$ cat src/rtl/core/lzwd_ram.sv
// ----------------------------------------------------------------------------
// lzwd_ram: generic simple dual-port RAM
// One write port, one read port, read data registered.
// ----------------------------------------------------------------------------
`default_nettype none
module lzwd_ram #(
  parameter int WIDTH = 8,
  parameter int DEPTH = 256
) (
  input  wire logic                     clk,
  input  wire logic                     we,
  input  wire logic [$clog2(DEPTH)-1:0] waddr,
  input  wire logic [WIDTH-1:0]         wdata,
  input  wire logic [$clog2(DEPTH)-1:0] raddr,
  output logic      [WIDTH-1:0]         rdata
);

  logic [WIDTH-1:0] mem [DEPTH];

  always_ff @(posedge clk) begin
    if (we) begin
      mem[waddr] <= wdata;
    end
    rdata <= mem[raddr];
  end

endmodule
`default_nettype wire

$ cat config.mk
export PLATFORM = sky130hd
export DESIGN_NAME = lzwd_ram
export DESIGN_NICKNAME = d
export VERILOG_FILES = /design/src/rtl/core/lzwd_ram.sv
export SDC_FILE = /design/constraint.sdc
export NUM_CORES = 2
export LEC_CHECK = 0
export BUFFER_PORTS_ARGS = -buffer_cell sky130_fd_sc_hd__buf_4
export CORE_ASPECT_RATIO = 0.5
export CORE_UTILIZATION = 30
export DETAILED_ROUTE_END_ITERATION = 6
export PLACE_DENSITY = 0.52
export SLEW_MARGIN = 5
export SYNTH_ARGS = -nofsm -noshare
export SYNTH_HDL_FRONTEND = slang
export SYNTH_SLANG_ARGS = --single-unit
$ cat constraint.sdc
create_clock -name clk -period 2.5 [get_ports clk]
set_input_delay 0.375 -clock clk [delete_from_list [all_inputs] [get_ports clk]]
set_output_delay 0.375 -clock clk [all_outputs]
set_load 0.1 [all_outputs]
==> impl_results.md <==
* Final-report max-slew violation count at 0
* Crit. Startpoint: raddr[0]
* Clk sinks at 2056
* Max cap viols at 0
* CTS root buf: clkbuf_16
* Outcome: completed
* Initial Utilization at 30.2%
* Worst-Skew Late Latency at 0.81 ns
* Clk buf depth at 3
* First-pass GRT wire length at 311000 um
* Clock Pin Slew Worst Setup and Hold Paths at 0.06 ns
* #FFs+latches synth at 2056
* Hold depth at 1
* Total Nets Final at 4493
* Top-area cell type share of the netlist area at 77.3%
* RSZ-0062 raised after global routing: false
* Combinational Power Share at 6.0%
* Routability congestion estimate from global placement at 0.813
* DRC Markers at 0
* Vias in the first global route at 42329
* Netlist Area Pre-Place at 79600 um2
* Final ANT Viol Nets at 0
* Tot GR Track Use at 16.0%
* Internal power at 57.3 mW
* Switching power at 15.6 mW
* Count of final setup violators at 0
* Net Sw Frac at 21.4%
* HP Class: in -> reg
* Post-DP HPWL at 143000 um
* Critical Path End Type: flip-flop
* FF/Latch Area at 61700 um2
* Ys flop type: edfxtp_1
* Reg2reg end: rdata[4]
* Port bufs at 33
* Area after DPL at 89500 um2
* Area Growth Syn to Fin at 21.0%
* Overall power at 72.9 mW
* Sequential-to-total area share from yosys stat at 77.5%
* Pin count of the biggest net entering global routing at 88
* Clock share of power at 41.8%
* DRT iter0 DRCs at 3982
* Inserted Clock Buffers at 199
* Seq pwr share at 52.2%
* Tcrit/Tclk final at 98.3%
* Gr ovfl total at 0
* Slew HR at 32.0%
* H-tree depth at 4
* Synthesized area per cell at 21.3 um2
* Io pins at 34
* Final std cell area, no fill at 96300 um2
* Post-CTS Setup Bufs at 0
* Syn Nets at 3759
* Die Span Y at 366 um
* Routed vias at 40734
* Layout cell share with drive strength beyond 1 at 33.1%
* Req. time, crit path at 3.16 ns
* Final Hold Violating Endpoints at 0
* Reg2Reg Depth at 5
* Die Wd at 730 um
* Max Freq at 0.407 GHz
* EDFF count, synth at 2048
* VDD IR max at 0.000680 V
* Fillcell total at 24011
* Core footprint at 263000 um2
* Area of the multi-input gates at 16600 um2
* Floorplan row count at 133
* Synth cell types at 55
* Clock Skew at 0.0269 ns
* Worst-Margin Slew at 1.01 ns
* Vias/cell at 5.00
* Post-Synthesis Cells at 3733
* Lkg Pwr at 30.8 nW
* Crit path arrival time at 3.11 ns
* Critical Path Start Type: input pin
* Hold_ws at 0.0219 ns
* Worst reg-to-reg setup slack at 0.05 ns
* Initial antenna violation count at 16
* Synthesis warning total at 0
* P per Cell Area at 757 nW/um2
* R2R Path Start: mem[211][4]
* Routed Wire Length at 217000 um
* Area leader, netlist: edfxtp_1
* Ys async rst share at 0%
* Minimum clock period at 2.46 ns
* Die area at 267000 um2
* Drt pass-1 iters at 5
* CTS tree: yes
* TNS Setup at 0 ns
* Main area contributors after synthesis: edfxtp_1, mux4_2, mux2i_1
* Per-cell routed wire length at 26.6 um
* CP endpoint: rdata[4]
* Critical path class: in -> reg
* CP Max Fanout at 17
==> power by group through the flow <==
stage / clock network [mW] / registers, mW / logic [mW]
3_5_place_dp: 0 / 38.8 / 4.38
6_report: 30.5 / 38.1 / 4.37
3_3_place_gp: 0 / 38.8 / 4.32
4_1_cts: 31.1 / 38.1 / 4.42
2_1_floorplan: 0 / 38.9 / 1.85
5_1_grt: 32.4 / 38.1 / 4.61
==> placed cells by master, fill, tap and decap left out, drive strengths merged, types with 16 or more instances in the layout <==
master / count
a22oi: 133
nor2: 282
o221ai: 47
mux4: 456
nor4: 27
a211oi: 16
mux2i: 134
edfxtp: 2048
clkinv: 93
buf: 761
o22ai: 28
nand3: 34
nor3: 22
bufinv: 25
clkbuf: 253
a21oi: 96
nand2: 33
nor2b: 31
==> cells in the mapped netlist, types with 22 or more instances <==
cell      count
a21oi_1      96
a22oi_1     133
buf_1        22
buf_2        31
buf_4        27
clkbuf_1    111
edfxtp_1   2048
mux2i_1     134
mux4_2      454
nand2_1      33
nand3_1      34
nor2_1      282
nor2b_1      31
nor3_1       22
nor4_1       24
o221ai_1     46
o22ai_1      28
==> registers in the layout (all words and copies together) (netlist names) <==
register	cells
mem	2048
rdata	8
==> per-layer routing <==
| metal | wire length [um] | GRT usage (%) | vias to the layer above |
|---|---|---|---|
| li1 | - | - | 17188 |
| met1 | 93100 | 22.3 | 21878 |
| met2 | 103000 | 25.7 | 1386 |
| met3 | 15300 | 3.15 | 280 |
| met4 | 5600 | 4.19 | 2 |
| met5 | 13 | 0 | - |
==> area by class of cell <==
class,instances,share of cell area [%]
Inverter,2,0.00780
Clock inverter,125,1.32
Antenna cell,2,0.00520
Multi-Input combinational cell,1442,17.3
Sequential cell,2056,64.0
Timing Repair Buffer,766,7.23
Clock buffer,249,5.53
Tap cell,3510,4.56
==> worst min path at each step <==
stage	slack [ns]	from	endpoint
finish	0.02	wdata[4]	mem[3][4]
global route	0.02	wdata[4]	mem[3][4]
CTS	0.02	wdata[5]	mem[218][5]
detailed placement	0.84	wdata[3]	mem[242][3]
global placement	0.83	wdata[3]	mem[240][3]
floorplan	0.47	wdata[0]	mem[0][0]
==> cell families (layout without fill, tap and decap cells) <==
| logic type | after synthesis | count (layout) | share of synthesized area (%) |
|---|---|---|---|
| simple gates | 466 | 466 | 2.63 |
| other cells | 0 | 2 | 0 |
| buf+inv | 235 | 1142 | 1.83 |
| compound gates | 385 | 385 | 3.42 |
| flops | 2056 | 2056 | 77.5 |
| mux | 591 | 591 | 14.6 |
==> worst max-delay path: stages <==
cell     delay, ns
buf_8         0.18
buf_12        0.22
buf_12        0.18
buf_4         0.23
mux4_2        0.53
a22oi_1       0.23
a21oi_1       0.10
buf_4         0.17
nor4_1        0.77
nor4_1        0.09
==> repair_timing <==
item | CTS | global route
hold buffers | 1 | 0
gates resized for setup | 18 | 6
endpoints found under the setup margin | 7 | 4
pin swaps | 1 | 1
hold endpoints to repair | 44 | 0
==> per-stage QoR <==
| stage | setup WS (ns) | util (%) | cells |
|---|---|---|---|
| floorplan | 0.187 | - | 3733 |
| global placement | -1.61 | 34.0 | 7774 |
| detailed placement | -1.40 | 34.0 | 7775 |
| CTS | -0.0445 | 36.6 | 8150 |
| global route | 0.00721 | 36.6 | 8151 |
| finish | 0.0418 | 36.6 | 8152 |
No activity file was read; power rests on OpenSTA's default activity.
